### src/rtl/skset_pkg.sv
// Package for the sorted key set: payload structs, codes, states and defaults.
package skset_pkg;

  localparam int CAPACITY_DEF  = 64;
  localparam int KEY_WIDTH_DEF = 16;

  localparam int KEY_FIELD_W   = 16;
  localparam int POS_FIELD_W   = 6;
  localparam int COUNT_FIELD_W = 7;

  typedef enum logic [1:0] {
    CMD_INSERT = 2'd0,
    CMD_DELETE = 2'd1,
    CMD_FIND   = 2'd2,
    CMD_CLEAR  = 2'd3
  } command_t;

  typedef enum logic [1:0] {
    ST_DONE      = 2'd0,
    ST_NOT_FOUND = 2'd1,
    ST_FULL      = 2'd2
  } status_t;

  typedef struct packed {
    command_t                 command;
    logic [KEY_FIELD_W-1:0]   key;
  } item_t;

  typedef struct packed {
    status_t                  status;
    logic                     found;
    logic [POS_FIELD_W-1:0]   position;
    logic [COUNT_FIELD_W-1:0] count;
  } result_t;

  typedef enum logic [3:0] {
    S_IDLE,
    S_INS_LAST,
    S_INS_FIRST,
    S_INS_TEST,
    S_INS_CMP,
    S_SHUP_TEST,
    S_SHUP_WR,
    S_INS_WR,
    S_LOC_TEST,
    S_LOC_CMP,
    S_LOC_LO,
    S_LOC_HI,
    S_SHDN_TEST,
    S_SHDN_WR,
    S_DONE
  } state_t;

endpackage

### src/rtl/sorted_key_set.sv
// Sorted key set: ordered key table in a memory, searched and shifted by a small sequencer.
//
// One command is taken while busy is low; busy stays high until the single result has been
// shown for one cycle with done high, and that result cannot be held off by the receiver.
// Every step goes through one synchronous read port of the key memory and one key compare
// unit. The next command can be taken in the cycle after the result cycle. Clear, a find or
// delete on an empty table and an insert into a full table go straight to the result; an
// insert into an empty table writes the key first. With n keys held a search makes up to
// ceil(log2(n-1)) probes (none for one key); delete then moves each entry above the removed
// one down, and insert moves each larger entry up (none when the key goes to the end, all
// when it goes below the first entry). The memory needs no clearing after reset.
module sorted_key_set #(
  parameter int CAPACITY  = skset_pkg::CAPACITY_DEF,
  parameter int KEY_WIDTH = skset_pkg::KEY_WIDTH_DEF
) (
  input  logic              clk,
  input  logic              rst,
  input  logic              start,
  output logic              busy,
  input  skset_pkg::item_t   item,
  output logic              done,
  output skset_pkg::result_t result
);
  import skset_pkg::*;

  localparam int IDX_W = $clog2(CAPACITY);
  localparam int CNT_W = $clog2(CAPACITY + 1);

  // key memory
  logic [KEY_WIDTH-1:0] keys [CAPACITY];
  logic [KEY_WIDTH-1:0] rdata;
  logic [IDX_W-1:0]     raddr;
  logic [IDX_W-1:0]     waddr;
  logic [KEY_WIDTH-1:0] wdata;
  logic                 mem_we;

  state_t               state, state_next;
  command_t             cmd;
  logic [KEY_WIDTH-1:0] key_val;
  logic [IDX_W-1:0]     lo, lo_next;
  logic [IDX_W-1:0]     hi, hi_next;
  logic [IDX_W-1:0]     mid, mid_next;
  logic [IDX_W-1:0]     idx, idx_next;
  logic [IDX_W-1:0]     pos, pos_next;
  logic [CNT_W-1:0]     element_count, element_count_next;
  status_t              res_status, res_status_next;
  logic                 res_found, res_found_next;

  logic                 accept;
  logic [IDX_W:0]       lohi_sum;
  logic [IDX_W-1:0]     mid_calc;
  logic                 span_wide;
  logic [IDX_W-1:0]     last_idx;
  logic                 key_eq, key_gt, key_lt;

  assign accept    = start && !busy;
  assign lohi_sum  = {1'b0, lo} + {1'b0, hi};
  assign mid_calc  = lohi_sum[IDX_W:1];
  assign span_wide = (hi - lo) > IDX_W'(1);
  assign last_idx  = IDX_W'(element_count - CNT_W'(1));

  // shared compare unit: latched key against the word just read
  assign key_eq = key_val == rdata;
  assign key_gt = key_val > rdata;
  assign key_lt = key_val < rdata;

  always_ff @(posedge clk) begin
    if (mem_we) begin
      keys[waddr] <= wdata;
    end
    rdata <= keys[raddr];
  end

  always_ff @(posedge clk) begin
    if (rst) begin
      state         <= S_IDLE;
      element_count <= '0;
    end else begin
      state         <= state_next;
      element_count <= element_count_next;
    end
  end

  always_ff @(posedge clk) begin
    if (accept) begin
      cmd     <= item.command;
      key_val <= KEY_WIDTH'(item.key);
    end
    lo         <= lo_next;
    hi         <= hi_next;
    mid        <= mid_next;
    idx        <= idx_next;
    pos        <= pos_next;
    res_status <= res_status_next;
    res_found  <= res_found_next;
  end

  always_comb begin
    state_next         = state;
    lo_next            = lo;
    hi_next            = hi;
    mid_next           = mid;
    idx_next           = idx;
    pos_next           = pos;
    element_count_next = element_count;
    res_status_next    = res_status;
    res_found_next     = res_found;
    raddr              = mid;
    waddr              = idx;
    wdata              = rdata;
    mem_we             = 1'b0;

    unique case (state)
      S_IDLE: begin
        if (accept) begin
          res_status_next = ST_DONE;
          res_found_next  = 1'b0;
          pos_next        = '0;
          lo_next         = '0;
          hi_next         = last_idx;
          unique case (item.command)
            CMD_INSERT: begin
              if (element_count == CNT_W'(CAPACITY)) begin
                res_status_next = ST_FULL;
                state_next      = S_DONE;
              end else if (element_count == '0) begin
                state_next = S_INS_WR;
              end else begin
                raddr      = last_idx;
                state_next = S_INS_LAST;
              end
            end
            CMD_DELETE, CMD_FIND: begin
              if (element_count == '0) begin
                res_status_next = ST_NOT_FOUND;
                state_next      = S_DONE;
              end else begin
                state_next = S_LOC_TEST;
              end
            end
            CMD_CLEAR: begin
              element_count_next = '0;
              state_next         = S_DONE;
            end
            default: state_next = S_DONE;
          endcase
        end
      end

      // insert: slot search
      S_INS_LAST: begin
        if (key_gt) begin
          pos_next   = IDX_W'(element_count);
          idx_next   = IDX_W'(element_count);
          state_next = S_SHUP_TEST;
        end else begin
          raddr      = '0;
          state_next = S_INS_FIRST;
        end
      end
      S_INS_FIRST: begin
        if (key_lt) begin
          pos_next   = '0;
          idx_next   = IDX_W'(element_count);
          state_next = S_SHUP_TEST;
        end else begin
          state_next = S_INS_TEST;
        end
      end
      S_INS_TEST: begin
        if (span_wide) begin
          mid_next   = mid_calc;
          raddr      = mid_calc;
          state_next = S_INS_CMP;
        end else begin
          pos_next   = lo + IDX_W'(1);
          idx_next   = IDX_W'(element_count);
          state_next = S_SHUP_TEST;
        end
      end
      S_INS_CMP: begin
        if (!key_gt) begin
          hi_next = mid;
        end else begin
          lo_next = mid;
        end
        state_next = S_INS_TEST;
      end

      // insert: move larger entries up one slot, top first
      S_SHUP_TEST: begin
        if (idx > pos) begin
          raddr      = idx - IDX_W'(1);
          state_next = S_SHUP_WR;
        end else begin
          state_next = S_INS_WR;
        end
      end
      S_SHUP_WR: begin
        mem_we     = 1'b1;
        waddr      = idx;
        wdata      = rdata;
        idx_next   = idx - IDX_W'(1);
        state_next = S_SHUP_TEST;
      end
      S_INS_WR: begin
        mem_we             = 1'b1;
        waddr              = pos;
        wdata              = key_val;
        element_count_next = element_count + CNT_W'(1);
        res_found_next     = 1'b1;
        state_next         = S_DONE;
      end

      // find and delete: binary search
      S_LOC_TEST: begin
        if (span_wide) begin
          mid_next   = mid_calc;
          raddr      = mid_calc;
          state_next = S_LOC_CMP;
        end else begin
          raddr      = lo;
          state_next = S_LOC_LO;
        end
      end
      S_LOC_CMP: begin
        if (key_eq) begin
          pos_next   = mid;
          idx_next   = mid;
          state_next = (cmd == CMD_DELETE) ? S_SHDN_TEST : S_DONE;
          res_found_next = 1'b1;
        end else begin
          if (key_lt) begin
            hi_next = mid;
          end else begin
            lo_next = mid;
          end
          state_next = S_LOC_TEST;
        end
      end
      S_LOC_LO: begin
        if (key_eq) begin
          pos_next       = lo;
          idx_next       = lo;
          res_found_next = 1'b1;
          state_next     = (cmd == CMD_DELETE) ? S_SHDN_TEST : S_DONE;
        end else begin
          raddr      = hi;
          state_next = S_LOC_HI;
        end
      end
      S_LOC_HI: begin
        if (key_eq) begin
          pos_next       = hi;
          idx_next       = hi;
          res_found_next = 1'b1;
          state_next     = (cmd == CMD_DELETE) ? S_SHDN_TEST : S_DONE;
        end else begin
          res_status_next = ST_NOT_FOUND;
          state_next      = S_DONE;
        end
      end

      // delete: close the gap, bottom first
      S_SHDN_TEST: begin
        if ((CNT_W'(idx) + CNT_W'(1)) < element_count) begin
          raddr      = idx + IDX_W'(1);
          state_next = S_SHDN_WR;
        end else begin
          element_count_next = element_count - CNT_W'(1);
          state_next         = S_DONE;
        end
      end
      S_SHDN_WR: begin
        mem_we     = 1'b1;
        waddr      = idx;
        wdata      = rdata;
        idx_next   = idx + IDX_W'(1);
        state_next = S_SHDN_TEST;
      end

      S_DONE: begin
        state_next = S_IDLE;
      end

      default: state_next = S_IDLE;
    endcase
  end

  assign busy            = state != S_IDLE;
  assign done            = state == S_DONE;
  assign result.status   = res_status;
  assign result.found    = res_found;
  assign result.position = res_found ? POS_FIELD_W'(pos) : '0;
  assign result.count    = COUNT_FIELD_W'(element_count);

endmodule
### config.mk
export PLATFORM = sky130hd
export DESIGN_NAME = sorted_key_set
export DESIGN_NICKNAME = d
export VERILOG_FILES = /design/src/rtl/skset_pkg.sv /design/src/rtl/sorted_key_set.sv
export SDC_FILE = /design/constraint.sdc
export NUM_CORES = 2
export LEC_CHECK = 0
export CAP_MARGIN = 20
export CORE_MARGIN = 1
export CORE_UTILIZATION = 45
export CTS_CLUSTER_DIAMETER = 100
export DETAILED_ROUTE_END_ITERATION = 8
export DONT_BUFFER_PORTS = 1
export PLACE_DENSITY_LB_ADDON = 0.15
export SLEW_MARGIN = 40
export SYNTH_ARGS = -nofsm -noshare
export SYNTH_HDL_FRONTEND = slang
export SYNTH_SLANG_ARGS = --single-unit
### constraint.sdc
create_clock -name clk -period 7.2 [get_ports clk]
set_input_delay 1.44 -clock clk [delete_from_list [all_inputs] [get_ports clk]]
set_output_delay 1.44 -clock clk [all_outputs]
set_load 0.02 [all_outputs]
==> flow_metrics.py <==
metrics = {
    "placed_design": {
        "dp.cells": 4676,
        "portBuffers": 0,
        "gp_congestion": 0.902,
        "dp_worst_setup_slack_ns": 1.06,
        "hpwlAfterDp_microns": 79800,
    },
    "sta": {
        "max_slew_margin": 0.419,
        "fin_ws_ns": 1.27,
        "finalHoldViolCount": 0,
        "rsz0062_at_grt": "false",
        "fin_hold_ws_ns": 0.693,
        "clock_skew_ns": 0.0387,
        "setup-tns-final_ns": 0,
        "max_freq_ghz": 0.169,
        "worst_slew_pin_slew_ns": 0.872,
        "period_minus_slack_ns": 5.93,
        "slew_viol_final": 0,
        "setup_violations": 0,
        "finalCritPeriodShare": 0.823,
    },
    "min_path": {
        "min_path_type": "flip-flop to flip-flop",
    },
    "synthesis": {
        "synth_area_sq_um": 45600,
        "synth-edff-count": 1075,
        "syn_nets": 3429,
        "syn_area_per_cell_sq_um": 13.6,
        "async_reset_ff_frac": 0,
        "ys_ff_latch": 1102,
        "synth_warnings": 0,
        "ys.flop_type": "edfxtp_1",
        "synth_cell_types": 91,
        "synthCells": 3358,
        "synth_seq_area_share": 0.720,
    },
    "floorplan": {
        "die_w_microns": 320,
        "ios": 39,
        "die_h_microns": 320,
        "die_area_sq_um": 103000,
        "num_rows": 116,
        "core_area_sq_um": 100000,
        "start_util": 0.454,
    },
    "routing": {
        "wl_microns": 130000,
        "firstDrtPassIters": 5,
        "drt_iter0_markers": 3510,
        "wl_per_cell_microns": 26.6,
        "via_per_inst": 5.90,
        "vias": 28800,
        "ant_nets": 0,
        "drc": 0,
    },
    "final_layout": {
        "final_cell_mix": "edfxtp_1 (1075), nand2_1 (653), nand3_1 (270), mux2i_1 (214), buf_4 (130)",
        "nFillCells": 8302,
        "syn_to_final_growth_pct": 14.0,
        "fin_cells": 4890,
        "final_common_cell": "edfxtp_1",
        "final_nets": 3505,
        "drive_gt1_frac": 0.114,
    },
    "worst_setup_path": {
        "crit_path_end_kind": "flip-flop",
        "critPathLaunchType": "flip-flop",
        "worstPathMaxFanout": 30,
        "crit_type": "flip-flop to flip-flop",
        "r2r_setup_slack_ns": 1.27,
        "cp.arrival_ns": 6.51,
        "cp.required_ns": 7.79,
    },
    "clocking": {
        "cts_tree": "done",
        "cts-root-buf": "clkbuf_16",
        "clkTransAtPathRegs_ns": 0.07,
        "cts_setup_buffers": 0,
        "post_cts_resized": 0,
        "clock_path_buffers": 3,
        "postCtsHoldBufs": 0,
        "cts_buffers": 112,
        "htree_num_levels": 3,
        "clock_latency_ns": 0.72,
        "clkSinkCount": 1102,
    },
    "global_route": {
        "grt_pass1_vias": 28000,
        "grt_use_total": 0.254,
        "antenna_found_initial": 7,
        "grt_max_degree": 123,
        "grt_pass1_wl_microns": 191000,
        "gr-total-overflow": 0,
    },
    "job": {
        "maxCapViolCount": 0,
    },
    "outcome": {
        "outcome": "complete, no violations",
    },
}
## cell usage after synthesis, drive strengths merged, types with 11 or more instances
cell type | n | share of area
o211ai | 24 | 0.0040
inv | 51 | 0.0042
ha | 48 | 0.013
and2 | 11 | 0.0015
nand2 | 656 | 0.054
a21oi | 92 | 0.010
clkbuf | 106 | 0.0092
o21ai | 140 | 0.016
nor4 | 19 | 0.0031
or4 | 17 | 0.0029
edfxtp | 1075 | 0.71
nor2 | 119 | 0.010
nand4 | 56 | 0.0081
mux2i | 214 | 0.047
nor3 | 19 | 0.0021
nand3 | 280 | 0.032
o22ai | 116 | 0.016
a31oi | 30 | 0.0041
buf | 76 | 0.0085
xnor2 | 15 | 0.0029
dfxtp | 27 | 0.012
a22oi | 17 | 0.0028
## worst max-delay path: stages (launching register included)
cell and delay (ns):
edfxtp_1 0.54, ha_1 0.33, nand3_1 0.15, xnor2_1 0.34, ha_1 0.32, a211oi_1 0.22
nor2_1 0.12, nor3_1 0.23, o211ai_1 0.23, a211o_1 0.45, a2111o_1 0.65, nand4_4 0.52
buf_4 0.38, o22ai_1 0.13, o21ai_0 0.27, o21ai_0 0.27, or4_1 0.57
## final timing paths
kind                    start               end  depth (start not counted)
max                    idx[0]          rdata[0]                         16
max reg2reg            idx[0]          rdata[0]                         16
min reg2reg  element_count[3]  element_count[3]                          3
min          element_count[3]  element_count[3]                          3
## cells by family (layout without fill, tap and decap cells)
kind of cell	after synthesis	in the layout	synth area share
buf+inv	235	409	0.0223
simple gates	1236	1236	0.123
other cells	0	1	0
mux	223	223	0.0492
compound gates	490	490	0.0669
fa+ha+maj	50	50	0.0141
xor+xnor	22	22	0.00423
flops	1102	1102	0.720
## per-layer routing
| metal | wire length [microns] | track usage | share of wire | up-vias |
|---|---|---|---|---|
| met5 | 27 | 0 | 0.00021 | - |
| met3 | 10100 | 0.0433 | 0.078 | 193 |
| met1 | 55800 | 0.356 | 0.43 | 14700 |
| met2 | 60700 | 0.407 | 0.47 | 1174 |
| met4 | 3420 | 0.0722 | 0.026 | 4 |
| li1 | - | - | - | 12800 |
## registers in the layout, summed over array words and instances, names as in the netlist
name           cells
keys            1024
hi                 6
idx                6
res_found          1
cmd                2
rdata             16
pos                6
state              4
mid                6
key_val           16
lo                 6
element_count      7
res_status         2
## cell type report
| class | count | area [sq um] | area share |
|---|---|---|---|
| Antenna cell | 1 | 2.50 | 0.0000482 |
| Inverter | 51 | 191 | 0.00368 |
| Clock buffer | 136 | 2950 | 0.0569 |
| Sequential cell | 1102 | 32800 | 0.632 |
| Clock inverter | 76 | 892 | 0.0172 |
| Multi-Input combinational cell | 2021 | 12100 | 0.233 |
| Timing Repair Buffer | 146 | 1290 | 0.0248 |
| Tap cell | 1357 | 1700 | 0.0327 |
## through the flow
stage / area (sq um) / util
after floorplan: 45600 / -
after global placement: 47900 / 0.478
after detailed placement: 48000 / 0.479
after CTS: 51900 / 0.517
after global routing: 51900 / 0.518
final: 51900 / 0.518
Power is not shown: default switching activity piles up to over one toggle a cycle in this logic, so the estimate is an artifact.
